[config.mk]
export PLATFORM = sky130hd
export DESIGN_NAME = histeq_ram
export DESIGN_NICKNAME = d
export VERILOG_FILES = /design/src/rtl/histeq_ram.sv
export SDC_FILE = /design/constraint.sdc
export NUM_CORES = 2
export LEC_CHECK = 0
export BUFFER_PORTS_ARGS = -buffer_cell sky130_fd_sc_hd__buf_4
export CORE_MARGIN = 2
export CORE_UTILIZATION = 55
export DETAILED_ROUTE_END_ITERATION = 6
export PLACE_DENSITY = 0.75
export SLEW_MARGIN = 20
export SYNTH_ARGS = -nofsm -noshare
export SYNTH_HDL_FRONTEND = slang
export SYNTH_SLANG_ARGS = --single-unit
[constraint.sdc]
create_clock -name clk_i -period 2.55 [get_ports clk_i]
set_input_delay 0.3825 -clock clk_i [delete_from_list [all_inputs] [get_ports clk_i]]
set_output_delay 0.3825 -clock clk_i [all_outputs]
set_load 0.02 [all_outputs]
[src/rtl/histeq_ram.sv]
module histeq_ram #(
  parameter int unsigned WIDTH = 8,
  parameter int unsigned DEPTH = 256,
  localparam int unsigned AW   = $clog2(DEPTH)
) (
  input  logic             clk_i,
  input  logic             we_i,
  input  logic [AW-1:0]    waddr_i,
  input  logic [WIDTH-1:0] wdata_i,
  input  logic             re_i,
  input  logic [AW-1:0]    raddr_i,
  output logic [WIDTH-1:0] rdata_o
);

  logic [WIDTH-1:0] mem_q [DEPTH];
  logic [WIDTH-1:0] rdata_q;

  // Write port and registered read port
  always_ff @(posedge clk_i) begin
    if (we_i) begin
      mem_q[waddr_i] <= wdata_i;
    end
    if (re_i) begin
      rdata_q <= mem_q[raddr_i];
    end
  end

  assign rdata_o = rdata_q;

endmodule

==> results.md <==
- Initial antenna violation count: 1
- Final period demand of the worst path: 2501 ps
- Slew headroom: 0.4544
- Worst Setup SP: mem_q[68][0]$_DFFE_PP_
- First-pass GRT wire length: 289900 um
- Worst VDD drop: 0.8157 mV
- Vias/cell: 6.499
- Wirelength per Cell: 30.78 um
- Setup violators final: 0
- Int Pwr: 55.26 mW
- Status: complete, but fails checks
- Crit-path cells: mux4_2 -> mux4_2 -> nor2b_1 -> nor4_2 -> buf_4 -> nor4_2
- CTS tree: yes
- Nets: ~4400
- Post-DP HPWL: 126500 um
- Sw frac: 0.2110
- WP data arrival: ~3000 ps
- CP max FO: 1
- Die area: 0.1479 mm^2
- Failing checks: DRC
- Area leader, netlist: edfxtp_1
- First-iteration detailed-routing DRC count: about 6500
- # Post-CTS Setup Buffers: 0
- Post-synth EDFFs: slightly above 2000
- Part of the power in registers: 0.533
- Worst r2r src: mem_q[68][0]$_DFFE_PP_
- Most numerous cell in the Yosys netlist: edfxtp_1
- CP required: 3130 ps
- Worst Clk Skew: 26.93 ps
- Main synth FF type: edfxtp_1
- Vias in the first global route: about 42000
- Clock buffer count from CTS: about 190
- Placeable Area: around 0.14 mm^2
- CP peak stage delay: ~500 ps
- CTS clk-pin slew, worst paths: 70 ps
- Worst hold-check path type: in -> reg
- GR Util All Layers: 0.2735
- Antenna cell count: 0
- CP Buf/Inv Count: 1
- Synth cell types: 54
- Compound-cell area share of the yosys netlist: 0.03416
- Yosys reg bits: 2056
- Clk Latency, worst-skew pair: 830 ps
- Layout cell share with drive strength beyond 1: 0.3216
- CP Class: reg -> reg
- Synth top cells by count: edfxtp_1, mux4_2, nor2_1
- Critical-path cell with the highest stage delay: mux4_2
- IO Count: 35
- DRC errors left: 1
- Crit end category: flop
- Largest family of logic cells by synthesized area: multiplexers
- Row count: 139
- Pwr/cell area: 749.7 mW/mm^2
- Final WL: 199000 um
- Post-synthesis adder-cell area fraction: 0
- Mapped Area: ~0.080 mm^2
- Count of pins over their slew limit: 0
- Mapped Nets: 3760
- Fmax: 399.9 MHz
- Die W: about 380 um
- XOR/XNOR share of the synthesized area: 0
- Fin. Hold Viols: 0
- RSZ-0062 raised after global routing: false
- Gpl congestion: between 0.9 and 1
- Gr ovfl total: 0
- Share of the synthesized area in the top cell type: 0.7753
- Root Driver: clkbuf_16
- Die Y: 384.5 um
- Detailed Routing Iterations Pass 1: 7
- Cells after Synth: 3733
- Avg Cell Area, Syn: 21.33 um^2
- Final hold slack: 74.88 ps
- Register area share after synthesis: 0.7753
- Worst Setup Start Kind: flop
- Max-cap violations: 0
- Crit path max-delay family: multiplexers
- Final Power: 70.04 mW
- Starting density of the core: 0.5544
- Clk sink count: about 2100
- Clock Power Share: 0.411
- Combinational Power Share: 0.056
- Psw: 14.78 mW
- Tightest Pin Transition: a little over 800 ps
- Hold path start: wdata_i[0]
- Synth area leaders: edfxtp_1, mux4_2, mux2i_1
- PortBufs: 34
- Leakage: between 30 and 40 nW
- Area growth syn-to-layout: 17.32%
- Pin count of the biggest net entering global routing: 95
- Ys async rst share: 0
- Period utilization: 0.9806
- Mux share of post-synthesis cell area: 0.1460
- Vias: 42031
- Max H-tree Level: 4
- Simple logic cell fraction of the synthesized area: 0.02625
- Final ANT Viol Nets: 0
- Yosys Warn Count: 0
- CTS max path bufs: 3
- Total negative setup slack: 0 ps
path summary, 6_finish.rpt:
check,to,slack (ps),cells past startpoint
max,rdata_o[0]$_DFFE_PP_,50,6
min,mem_q[86][0]$_DFFE_PP_,70,1
max reg2reg,rdata_o[0]$_DFFE_PP_,50,6
min reg2reg,rdata_o[5]$_DFFE_PP_,1140,7
cells by family after synthesis:
logic type	Yosys count
flops	2056
mux	591
simple gates	466
compound gates	385
buf+inv	235
sequential cells by signal, indices dropped and copies added (netlist names):
| register | count |
|---|---|
| rdata_o | 8 |
| mem_q | 2048 |
per-stage QoR:
step	worst slack [ps]	std cells	util	area (um^2)
floorplan	91.37	3733	-	79640
global placement	-815.5	6107	0.6059	87030
detailed placement	-837.7	6107	0.6059	87030
CTS	53.63	6467	0.6502	93410
global route	24.66	6467	0.6504	93430
finish	49.40	6467	0.6504	93430
layout make-up:
class                           instances  area, um^2
Clock buffer                          232        5061
Tap cell                             1903        2381
Clock inverter                        127        1270
Sequential cell                      2056       61740
Fill cell                            9052       50230
Inverter                                2       7.507
Multi-Input combinational cell       1442       16530
Timing Repair Buffer                  705        6436
timing repair:
item,CTS,global route
endpoints found under the setup margin,4,3
hold buffers,1,0
gates cloned,0,0
endpoints found under the hold margin,8,0
resized for setup,5,4
pin swaps,0,0
cell usage in the layout, fill, tap and decap left out, types with 13 or more instances in the layout:
cell          n
o22ai_1      27
clkbuf_16   197
nor3_1       22
nor2_1      279
nand3_1      34
a221oi_1     13
a22oi_1     133
a211oi_1     15
mux4_2      454
clkinv_2     41
buf_4       608
edfxtp_1   2056
nor4_1       19
bufinv_16    22
nand2_1      33
a21oi_1      96
clkinv_1     41
nor2b_1      28
mux2i_1     134
o221ai_1     46
buf_12       86
clkbuf_1     35
layer usage:
layer  global-route usage  vias up  part of all wire
li1                     -    17036                 -
met1               0.3779    21877              0.37
met2               0.4375     2730              0.49
met3              0.06744      386              0.11
met4              0.08109        2             0.032
met5                    0        -          0.000060
power groups by stage:
stage | combinational [mW] | sequential, mW | clock (mW)
floorplan | 1.81 | 38.0 | 0
global placement | 3.76 | 38.0 | 0
detailed placement | 3.83 | 38.0 | 0
CTS | 3.88 | 37.3 | 29.1
global route | 4.08 | 37.3 | 30.3
finish | 3.91 | 37.3 | 28.8
Note: power is estimated with default switching activity, not from simulation.
