==> src/rtl/histeq_pkg.sv <==
package histeq_pkg;

  // Histogram geometry
  localparam int unsigned BINS       = 256;
  localparam int unsigned BIN_W      = $clog2(BINS);
  localparam int unsigned PIX_W      = 8;

  // Pixel counter saturates at MAX_PIXELS
  localparam int unsigned MAX_PIXELS = 1048576;
  localparam int unsigned CNT_W      = $clog2(MAX_PIXELS + 1);

  // Output levels and the scaled-numerator width (cum * LEVEL_MAX)
  localparam int unsigned LEVEL_MAX  = 255;
  localparam int unsigned NUM_W      = CNT_W + PIX_W;
  localparam int unsigned STEP_W     = $clog2(PIX_W);

  // Request opcodes
  localparam logic OP_ACC = 1'b0;
  localparam logic OP_MAP = 1'b1;

  // Divider request
  typedef struct packed {
    logic             start;
    logic [NUM_W-1:0] num;
    logic [CNT_W-1:0] den;
  } div_req_t;

  // Divider response
  typedef struct packed {
    logic             done;
    logic [PIX_W-1:0] quot;
  } div_rsp_t;

endpackage

==> src/rtl/histeq_div.sv <==
module histeq_div
  import histeq_pkg::*;
(
  input  logic     clk_i,
  input  logic     rst_ni,
  input  div_req_t req_i,
  output div_rsp_t rsp_o
);

  logic              busy_q, busy_d;
  logic              done_q, done_d;
  logic [STEP_W-1:0] step_q, step_d;
  logic [NUM_W-1:0]  rem_q, rem_d;
  logic [CNT_W-1:0]  den_q, den_d;
  logic [PIX_W-1:0]  quo_q, quo_d;
  logic [NUM_W-1:0]  trial;
  logic [CNT_W:0]    rem2;
  logic [CNT_W:0]    den_ext;
  logic              round_up;
  logic [PIX_W:0]    quo_rnd;

  // Restoring division, one quotient bit per cycle, MSB first
  assign trial = NUM_W'(den_q) << step_q;

  always_comb begin
    busy_d = busy_q;
    done_d = 1'b0;
    step_d = step_q;
    rem_d  = rem_q;
    den_d  = den_q;
    quo_d  = quo_q;
    if (req_i.start) begin
      busy_d = 1'b1;
      step_d = STEP_W'(PIX_W - 1);
      rem_d  = req_i.num;
      den_d  = req_i.den;
      quo_d  = '0;
    end else if (busy_q) begin
      if (rem_q >= trial) begin
        rem_d         = rem_q - trial;
        quo_d[step_q] = 1'b1;
      end
      if (step_q == '0) begin
        busy_d = 1'b0;
        done_d = 1'b1;
      end else begin
        step_d = step_q - STEP_W'(1);
      end
    end
  end

  always_ff @(posedge clk_i or negedge rst_ni) begin
    if (!rst_ni) begin
      busy_q <= 1'b0;
      done_q <= 1'b0;
    end else begin
      busy_q <= busy_d;
      done_q <= done_d;
    end
  end

  always_ff @(posedge clk_i) begin
    step_q <= step_d;
    rem_q  <= rem_d;
    den_q  <= den_d;
    quo_q  <= quo_d;
  end

  // Round half to even on the final remainder, then clamp
  assign rem2     = {rem_q[CNT_W-1:0], 1'b0};
  assign den_ext  = {1'b0, den_q};
  assign round_up = (rem2 > den_ext) || ((rem2 == den_ext) && quo_q[0]);
  assign quo_rnd  = {1'b0, quo_q} + {{PIX_W{1'b0}}, round_up};

  assign rsp_o.done = done_q;
  assign rsp_o.quot = (quo_rnd > (PIX_W + 1)'(LEVEL_MAX)) ? PIX_W'(LEVEL_MAX)
                                                          : quo_rnd[PIX_W-1:0];

endmodule

==> config.mk <==
export PLATFORM = sky130hd
export DESIGN_NAME = histeq_div
export DESIGN_NICKNAME = d
export VERILOG_FILES = /design/src/rtl/histeq_pkg.sv /design/src/rtl/histeq_div.sv
export SDC_FILE = /design/constraint.sdc
export NUM_CORES = 1
export LEC_CHECK = 0
export ABC_AREA = 1
export BUFFER_PORTS_ARGS = -buffer_cell sky130_fd_sc_hd__buf_2
export CAP_MARGIN = 20
export CORE_AREA = 5 5 109 111
export DETAILED_ROUTE_END_ITERATION = 8
export DIE_AREA = 0 0 114 116
export PLACE_DENSITY_LB_ADDON = 0.3
export SYNTH_ARGS = -nofsm -noshare
export SYNTH_HDL_FRONTEND = slang
export SYNTH_SLANG_ARGS = --single-unit
==> constraint.sdc <==
create_clock -name clk_i -period 6.76 [get_ports clk_i]
set_clock_uncertainty 0.05 [all_clocks]
set_input_delay 1.352 -clock clk_i [delete_from_list [all_inputs] [get_ports clk_i]]
set_output_delay 1.352 -clock clk_i [all_outputs]
set_load 0.01 [all_outputs]
==> metrics.md, run 1 <==
| Metric | Value |
|---|---|
| Sequential fraction of design power | around a quarter |
| Endpoint of the worst hold-timing path | quo_q[1]$_SDFFE_PP0P_ |
| Share of the clock period used by the worst path | 67.0% |
| Max Fanout on Critical Path | 7 |
| Total instance count after detailed placement | between 1,000 and 1,500 |
| Post-synthesis instance total | between 800 and 900 |
| Routed Antenna Nets | 0 |
| Power after layout | approximately 2.7 mW |
| Number of synthesized flops with an enable pin | 50 |
| R2R Path End | rem_q[6]$_DFFE_PP_ |
| Fin util | 60.0% |
| CP startpoint kind | register |
| Setup violation total in the final timing report | 0 |
| CTS root buffer | clkbuf_8 |
| CORE AREA | between 10,000 and 15,000 sq um |
| Cell Area, Synth | 5790 sq um |
| Number of I/O port buffers | between 60 and 70 |
| Shortest clock period the worst path allows after layout | 4.53 ns |
| Number of buffers inserted by hold repair at cts | 0 |
| CP Data Required Time | about 5.4 ns |
| Number of I/O pins | 62 |
| Number of global-route vias before repair | between 5,000 and 6,000 |
| Initial Util | between 50 and 60% |
| Pins over their slew limit | 0 |
| CTS resizes | 0 |
| Number of search-and-repair iterations in the first detailed-routing pass | 5 |
| HP Class | reg -> reg |
| Wire length of the first global-routing pass | ~26,000 microns |
| Kind of capture point of the worst setup path | output pin |
| LEAKAGE | around 3.2 nW |
| Number of non-filler instances in the completed layout | roughly 1,000 |
| Signed area change from the synthesized netlist to the final layout | 10.9% |
| Number of rows created at floorplan | 38 |
| Floorplan die area | roughly 13,000 sq um |
| Most used flip-flop cell after synthesis | edfxtp_1 |
| FMAX | roughly 0.22 GHz |
| Unrepaired setup endpoints after global routing | false |
| Final Hold Vio Count | 0 |
| Pin count of the biggest net entering global routing | between 60 and 70 |
| Number of cells on the worst hold path | 2 |
| Sw Share | 50.0% |
| Share of post-route cells with drive strength above 1 | 14.0% |
| Max-cap violation count | 0 |
| Pint | 1.35 mW |
| Global placement routability congestion | 0.943 |
| Clock tree from TritonCTS | yes |
| Average detailed-routed wire length per instance | about 15 microns |
| Worst setup path category | reg -> out |
| Data arrival at the endpoint of the critical path | 3.13 ns |
| Skew-Pair Late Insertion Delay | slightly below 0.4 ns |
| Vias per cell | 5.44 |
| Depth of the worst register-to-register path | 14 |
| Number of nets at the end of the flow | slightly above 1,000 |
| Share of synthesized area occupied by flip-flops and latches | 30.6% |
| Antenna diode instance count | 0 |
| Flops & latches, synth | 63 |
| Detailed-route via count | approximately 5,700 |
| Cell Pwr Density | between 400 and 500 nW/um^2 |
| Average size of a mapped cell | slightly below 7 sq um |
| Fraction of power consumed by the clock network | a little over an eighth |
| Post-CTS clock slew at the launch and capture registers of the worst setup and hold paths | 0.08 ns |
| Slew Limit Headroom | about two fifths |
| Switch Pwr | between 1 and 1.5 mW |
| Maximum resistive drop on vdd | 0.205 mV |
| Count of buffers added by post-CTS timing repair for setup | 0 |
| Fill cell instance count of the final layout | between 1,000 and 1,500 |
| Relative contribution of combinational cells to total power | 61.8% |
| Worst-Margin Slew | ~0.89 ns |
| Unique cell type count in the Yosys netlist | 42 |
| Count of unresolved DRC violations after routing | 0 |
| Number of DRC markers after the initial detailed-route iteration | approximately 530 |
| CTS H-Tree Depth | 3 |
| Synthesized netlist net count | 952 |
| Worst Min Path Start | quo_q[1]$_SDFFE_PP0P_ |
| Proportion of register bits with asynchronous set or reset after synthesis | roughly 3.2% |
| CTS sink count | 63 |
| Total gr overflow | 0 |
| Max Buffers Root-to-Sink | 2 |
| Reg-to-reg critical path startpoint | step_q[1]$_SDFFE_PP1P_ |
| Reg-to-reg slack, setup | around 2.5 ns |
| Die Span X | about 110 microns |
| Number of buffers inserted during clock tree synthesis | 9 |
| Status | finished, final reports clean |
| Total wire length after detailed routing | roughly 16,000 microns |
| Total track usage | about a quarter |
| Number of warnings reported in the yosys synthesis log | 0 |
| Total half-perimeter wirelength after legalization and detailed placement | roughly 13,000 microns |
| Final-layout setup total negative slack | 0 ns |
| Height of the chip | about 120 microns |
| Number of antenna violations at the first check in global routing | 0 |
-- placed cells by master, fill, tap and decap left out, drive strengths merged, types with 2 or more instances in the layout --
cell    instances
dfxtp          11
o31ai           2
or2             9
clkbuf         15
o21bai          4
clkinv          3
edfxtp         50
o21ai          78
nand4           5
inv           109
xnor2           3
nand2         289
nor3            5
a21oi          55
ha             52
buf            65
xor2            4
nor2           61
nand3          60
and2            2
dfrtp           2
mux2i           8
nand3b          6
-- registers in the layout, summed over array words and instances (netlist names) --
name	cells
rem_q	29
done_q	1
den_q	21
busy_q	1
quo_q	8
step_q	3
-- per-layer routing --
layer	share of wire, %	wire [microns]	GRT usage (%)	vias to the layer above
li1	-	-	-	2878
met1	48	7690	34.7	2587
met2	44	7040	39.9	181
met3	5.9	944	6.11	34
met4	2.3	362	7.05	0
met5	0	0	0	-
-- cells in the mapped netlist (5+ instances only) --
library cell | instances | area, sq um
a21oi_1 | 47 | 235
a21oi_2 | 8 | 70.1
clkbuf_1 | 13 | 48.8
dfxtp_1 | 11 | 220
edfxtp_1 | 50 | 1500
ha_1 | 52 | 651
inv_1 | 108 | 405
mux2i_1 | 8 | 80.1
nand2_1 | 280 | 1050
nand2_2 | 8 | 50.1
nand3_1 | 51 | 255
nand3_2 | 9 | 90.1
nand3b_1 | 6 | 45.0
nand4_1 | 5 | 31.3
nor2_1 | 51 | 191
nor2_2 | 7 | 43.8
o21ai_0 | 75 | 375
or2_2 | 9 | 56.3
-- worst max-delay path by stage --
stage	startpoint	endpoint	slack, ns	cells after the start
final	rem_q[4]$_DFFE_PP_	rsp_o[6]	2.23	20
after global routing	rem_q[4]$_DFFE_PP_	rsp_o[6]	1.87	20
after CTS	rem_q[4]$_DFFE_PP_	rsp_o[6]	2.22	20
after detailed placement	step_q[1]$_SDFFE_PP1P_	rem_q[5]$_DFFE_PP_	2.54	14
after global placement	step_q[1]$_SDFFE_PP1P_	rem_q[5]$_DFFE_PP_	2.57	14
after floorplan	rem_q[4]$_DFFE_PP_	rsp_o[2]	3.11	19
-- stage by stage --
step / setup slack, ns / area, sq um / hold slack [ns]
finish: 2.23 / 6420 / 0.439
detailed placement: 2.54 / 6210 / 0.421
global placement: 2.57 / 6210 / 0.420
floorplan: 3.11 / 5790 / 0.403
CTS: 2.22 / 6420 / 0.435
global route: 1.87 / 6420 / 0.469
-- kinds of logic after synthesis --
family	count (synthesis)	share of synthesized area (%)
simple gates	438	33.1
mux	8	1.38
compound gates	144	13.5
xor+xnor	7	1.06
flops	63	30.6
buf+inv	133	8.83
fa+ha+maj	53	11.6
-- power groups by stage --
stage	sequential [mW]	combinational (mW)	clock [mW]
2_1_floorplan	0.625	1.25	0
3_3_place_gp	0.669	1.62	0
3_5_place_dp	0.671	1.63	0
4_1_cts	0.665	1.64	0.364
5_1_grt	0.676	1.89	0.381
6_report	0.671	1.67	0.359
-- area by class of cell --
| class | count | area (sq um) | area share, % |
|---|---|---|---|
| clock buffers | 15 | 209 | 3.25 |
| well taps | 140 | 175 | 2.73 |
| inverters | 111 | 417 | 6.49 |
| multi-input cells | 650 | 3510 | 54.6 |
| repair buffers | 65 | 335 | 5.22 |
| clock inverters | 1 | 5.00 | 0.0779 |
| flip-flops and latches | 63 | 1770 | 27.6 |
-- worst max-delay path, cell delays in order, from the launching register on --
cell and delay [ns]:
edfxtp_1 0.42, ha_1 0.31, nand2_1 0.07, nor2_1 0.13, o21ai_0 0.10, o211ai_1 0.11, nand2_1 0.09, nand2_1 0.06
o21ai_0 0.10, nand2_1 0.09, nand2_1 0.05, inv_1 0.05, ha_1 0.17, ha_1 0.17, nand2_1 0.10, nor2_1 0.11
nand2_1 0.07, nor2_1 0.13, nand2_1 0.16, o21ai_0 0.11, buf_2 0.15
Power figures use the tool's default switching activity.
==> run 2: changes to the inputs <==
- ABC_AREA: 1 -> 0
- CORE_AREA: 5 5 109 111 -> 5 5 106 108
- DIE_AREA: 0 0 114 116 -> 0 0 111 113
- clock period: 6.76 -> 3.65 ns (I/O delays scaled with it)
==> run 2 against run 1 <==
Effect of this change:
- the run now ends with setup timing left
- hold slack got worse by 0.36 ns
- synthesized area shrank 6.9%
- first-iteration DRC count down 25%
- via count decreased by 10%
- combinational power increased by 110%
- synthesized cell count shrank 32%
- non-clock buffer count rose by 81
- global-route usage barely moved
- critical path depth fell by 6
- flip-flop and latch count unchanged
- register-to-register slack worse by 2.6 ns
- critical endpoint is now rsp_o[4]
- highest routed layer unchanged
==> metrics.md, run 2 <==
| Metric | Value |
|---|---|
| Leading post-synthesis cells by cell area | edfxtp_1, ha_1, mux4_2, mux2i_1, nand2_1 (was edfxtp_1, nand2_1, ha_1, inv_1, o21ai_0) |
| Vias per cell | 6.05 (was 5.44) |
| Shortest clock period the worst path allows after layout | 3.78 ns |
| Total gr overflow | 0 (unchanged) |
| Average detailed-routed wire length per instance | 18.9 microns (was 15.3 microns) |
| Worst setup path category | reg -> out (unchanged) |
| Initial Util | 53.2% (was 54.2%) |
| Most frequent cell after synthesis | nand2_1 (unchanged) |
| Largest registers in the final layout | rem_q x29, den_q x21, quo_q x8 (unchanged) |
| Signed area change from the synthesized netlist to the final layout | 28.2% (was 10.9%) |
| FMAX | around 0.26 GHz |
| Routed Antenna Nets | 0 (unchanged) |
| Post-synthesis instance total | 576 (was 846) |
| Pin count of the biggest net entering global routing | 49 (was 68) |
| Number of warnings reported in the yosys synthesis log | 0 (unchanged) |
| Number of rows created at floorplan | 37 (was 38) |
| Total track usage | 25.2% (was 25.3%) |
| Maximum resistive drop on vdd | 0.425 mV (was 0.205 mV) |
| Number of buffers inserted during clock tree synthesis | 9 (unchanged) |
| Number of non-filler instances in the completed layout | 845 (was 1,045) |
| Most used flip-flop cell after synthesis | edfxtp_1 (unchanged) |
| LEAKAGE | 3.19 nW (about the same) |
| Cell Area, Synth | 5400 sq um (was 5790 sq um) |
| Number of I/O port buffers | 61 (unchanged) |
| Tightest hold margin | 0.0826 ns (was 0.439 ns) |
| Height of the chip | 113 microns (was 116 microns) |
| Number of global-route vias before repair | 5,085 (was 5,307) |
| Share of post-route cells with drive strength above 1 | 30.7% (was 14.0%) |
| Kind of capture point of the worst setup path | output pin (unchanged) |
| Fin util | 68.2% (was 60.0%) |
| Number of synthesized flops with an enable pin | 50 (unchanged) |
| Data arrival at the endpoint of the critical path | 3.00 ns (was 3.13 ns) |
| Biggest register | rem_q (unchanged) |
| Number of antenna violations at the first check in global routing | 0 (unchanged) |
| Unique cell type count in the Yosys netlist | 62 (was 42) |
| Number of DRC markers after the initial detailed-route iteration | 397 (was 527) |
| CP max-delay cell | edfxtp_1 (unchanged) |
| Met3 wire length | 1040 microns (was 944 microns) |
| Average size of a mapped cell | 9.37 sq um (was 6.85 sq um) |
| Number of nets at the end of the flow | 810 (was 1,006) |
| Number of I/O pins | 62 (unchanged) |
| Wire length of the first global-routing pass | 25,400 microns (was 26,000 microns) |
| Total instance count after detailed placement | 807 (was 1,029) |
| Total wire length after detailed routing | 16,000 microns (about the same) |
| HP Class | in -> async (was reg -> reg) |
| Top Metal Used | met4 (unchanged) |
| Metal-1 WL | 6640 microns (was 7690 microns) |
| Count of unresolved DRC violations after routing | 0 (unchanged) |
| Global placement routability congestion | 0.997 (was 0.943) |
| Floorplan die area | 12,500 sq um (was 13,200 sq um) |
| Number of search-and-repair iterations in the first detailed-routing pass | 6 (was 5) |
| CTS H-Tree Depth | 3 (unchanged) |
| CTS root buffer | clkbuf_8 (unchanged) |
| Max Fanout on Critical Path | 6 (was 7) |
| Failing checks | setup timing |
| Most frequent CP cell | ha_4 (was nand2_1) |
| Post-CTS clock slew at the launch and capture registers of the worst setup and hold paths | 0.08 ns (about the same) |
| Synthesized netlist net count | 682 (was 952) |
| CP startpoint kind | register (unchanged) |
| Met2 wirelength from detailed routing | 7760 microns (was 7040 microns) |
| CP Data Required Time | 2.87 ns (was 5.36 ns) |
| Final-layout setup total negative slack | -3.02 ns (was 0 ns) |
| Setup violation total in the final timing report | 37 (was 0) |
| CTS sink count | 63 (unchanged) |
| Power after layout | 5.53 mW (was 2.70 mW) |
| Worst-Margin Slew | 0.648 ns (was 0.893 ns) |
| CORE AREA | 10,100 sq um (was 10,700 sq um) |
| Post-synth top area cell | edfxtp_1 (unchanged) |
| Post-route setup slack | -0.134 ns (was 2.23 ns) |
| Max-cap violation count | 0 (unchanged) |
| Fraction of synthesized cell area taken by the top area cell type | 27.8% (was 25.9%) |
| Total half-perimeter wirelength after legalization and detailed placement | 12,100 microns (was 12,600 microns) |
| List of cells traversed by the critical path | ha_4, a21o_1, a21oi_2, nor2b_1, o211ai_1, a31oi_1, o31ai_1, a21oi_1, ha_2, ha_4, nand3_2, xor2_1, nand2_1, buf_2 (was ha_1, nand2_1, nor2_1, o21ai_0, o211ai_1, nand2_1, nand2_1, o21ai_0, nand2_1, nand2_1, inv_1, ha_1, ha_1, nand2_1, nor2_1, nand2_1, nor2_1, nand2_1, o21ai_0, buf_2) |
| Proportion of register bits with asynchronous set or reset after synthesis | 3.17% (unchanged) |
| Cell Pwr Density | 800 nW/um^2 (was 420 nW/um^2) |
| Max Buffers Root-to-Sink | 2 (unchanged) |
| Final Hold Vio Count | 0 (unchanged) |
| Number of flip-flops under the largest register name | 29 (unchanged) |
| Status | finished, violations left (was finished, final reports clean) |
| List of most frequent post-synthesis cells | nand2_1, ha_1, edfxtp_1 (was nand2_1, inv_1, o21ai_0) |
| Skew-Pair Late Insertion Delay | 0.36 ns (was 0.39 ns) |
| Share of synthesized area occupied by flip-flops and latches | 32.8% (was 30.6%) |
| Die Span X | 111 microns (was 114 microns) |
| Flops & latches, synth | 63 (unchanged) |
| Most frequent cells in the layout | buf_4, nand2_1, buf_2 (was nand2_1, inv_1, o21ai_0) |
| Unrepaired setup endpoints after global routing | true (was false) |
| Commonest non-fill, non-tap cell in the layout | buf_4 (was nand2_1) |
| Slowest Stage Delay on Critical Path | 0.45 ns (was 0.42 ns) |
| Share of the clock period used by the worst path | 104% |
| Slew Limit Headroom | 56.7% (was 40.1%) |
| Antenna diode instance count | 0 (unchanged) |
| Detailed-route via count | 5,111 (was 5,680) |
| Clock tree from TritonCTS | yes (unchanged) |
| Pins over their slew limit | 0 (unchanged) |
## run 2: changes by cell type after synthesis, sizes merged, moves of 10 or more
| cell | previous run | this run |
|---|---|---|
| nor2 | 61 | 28 |
| xnor2 | 3 | 15 |
| a21oi | 55 | 32 |
| nand2 | 289 | 61 |
| o21ai | 78 | 44 |
| a21o | 1 | 18 |
| mux4 | 0 | 13 |
| nand2b | 0 | 10 |
| inv | 109 | 35 |
| mux2i | 8 | 23 |
| nand3 | 60 | 18 |
## run 2: final timing paths
kind / endpoint / start / depth (start not counted) / slack (ns)
max: rsp_o[4] / rem_q[6]$_DFFE_PP_ / 14 / -0.13
min: busy_q$_DFF_PN0_ / rst_ni / 1 / 0.08
max reg2reg: rem_q[19]$_DFFE_PP_ / den_q[8]$_DFFE_PP_ / 13 / -0.10
min reg2reg: quo_q[6]$_SDFFE_PP0P_ / quo_q[6]$_SDFFE_PP0P_ / 1 / 0.46
max in group asynchronous: done_q$_DFF_PN0_ / rst_ni / 1 / 3.38
min in group clk_i: quo_q[6]$_SDFFE_PP0P_ / quo_q[6]$_SDFFE_PP0P_ / 1 / 0.46
## run 2: critical path, delay by kind of cell (launching register included)
kind,cells,cell delay [ns]
buffers and inverters,1,0.14
AOI/OAI and AO/OA,6,0.98
and+or+nand+nor,3,0.21
DFF,1,0.45
adders and majority gates,3,0.69
xor gates and xnor gates,1,0.17
## run 2: stage by stage
step / cell area (sq um) / setup slack, ns
final: 6920 / -0.134
after global routing: 6920 / -0.275
after CTS: 6620 / -0.107
after detailed placement: 6280 / -0.0264
after global placement: 6280 / 0.0747
after floorplan: 5470 / 0.0155
## run 2: final cells by class
cell class              instances  area (sq um)
clock buffers                  11           141
clock inverters                 5           104
fillers                       793          3220
inverters                      35           131
multi-input cells             449          3580
flip-flops and latches         63          1780
well taps                     136           170
repair buffers                146          1010
## run 2: power breakdown
part / switching, mW / total, mW / leakage (nW) / internal (mW)
sequential: 0.182 / 1.25 / 0.625 / 1.06
combinational: 1.88 / 3.51 / 2.45 / 1.63
clock: 0.304 / 0.778 / 0.124 / 0.474
## run 2: logic make-up after synthesis
logic type	share of synthesized area (%)
xor+xnor	4.06
compound gates	20.8
mux	9.69
flops	32.8
simple gates	15.3
fa+ha+maj	12.4
buf+inv	4.85
## run 2: metal layers
metal  up-vias  global-route usage [%]
li1       2432                       -
met1      2432                    31.2
met2       207                    41.9
met3        40                    5.83
met4         0                    12.1
met5         -                       0
## run 2: timing repair
item | 4_1_cts | 5_1_grt
setup buffers | 5 | 17
cloned | 0 | 1
hold buffers | 0 | 0
pin swaps | 9 | 17
endpoints found under the setup margin | 26 | 52
gates resized for setup | 12 | 33
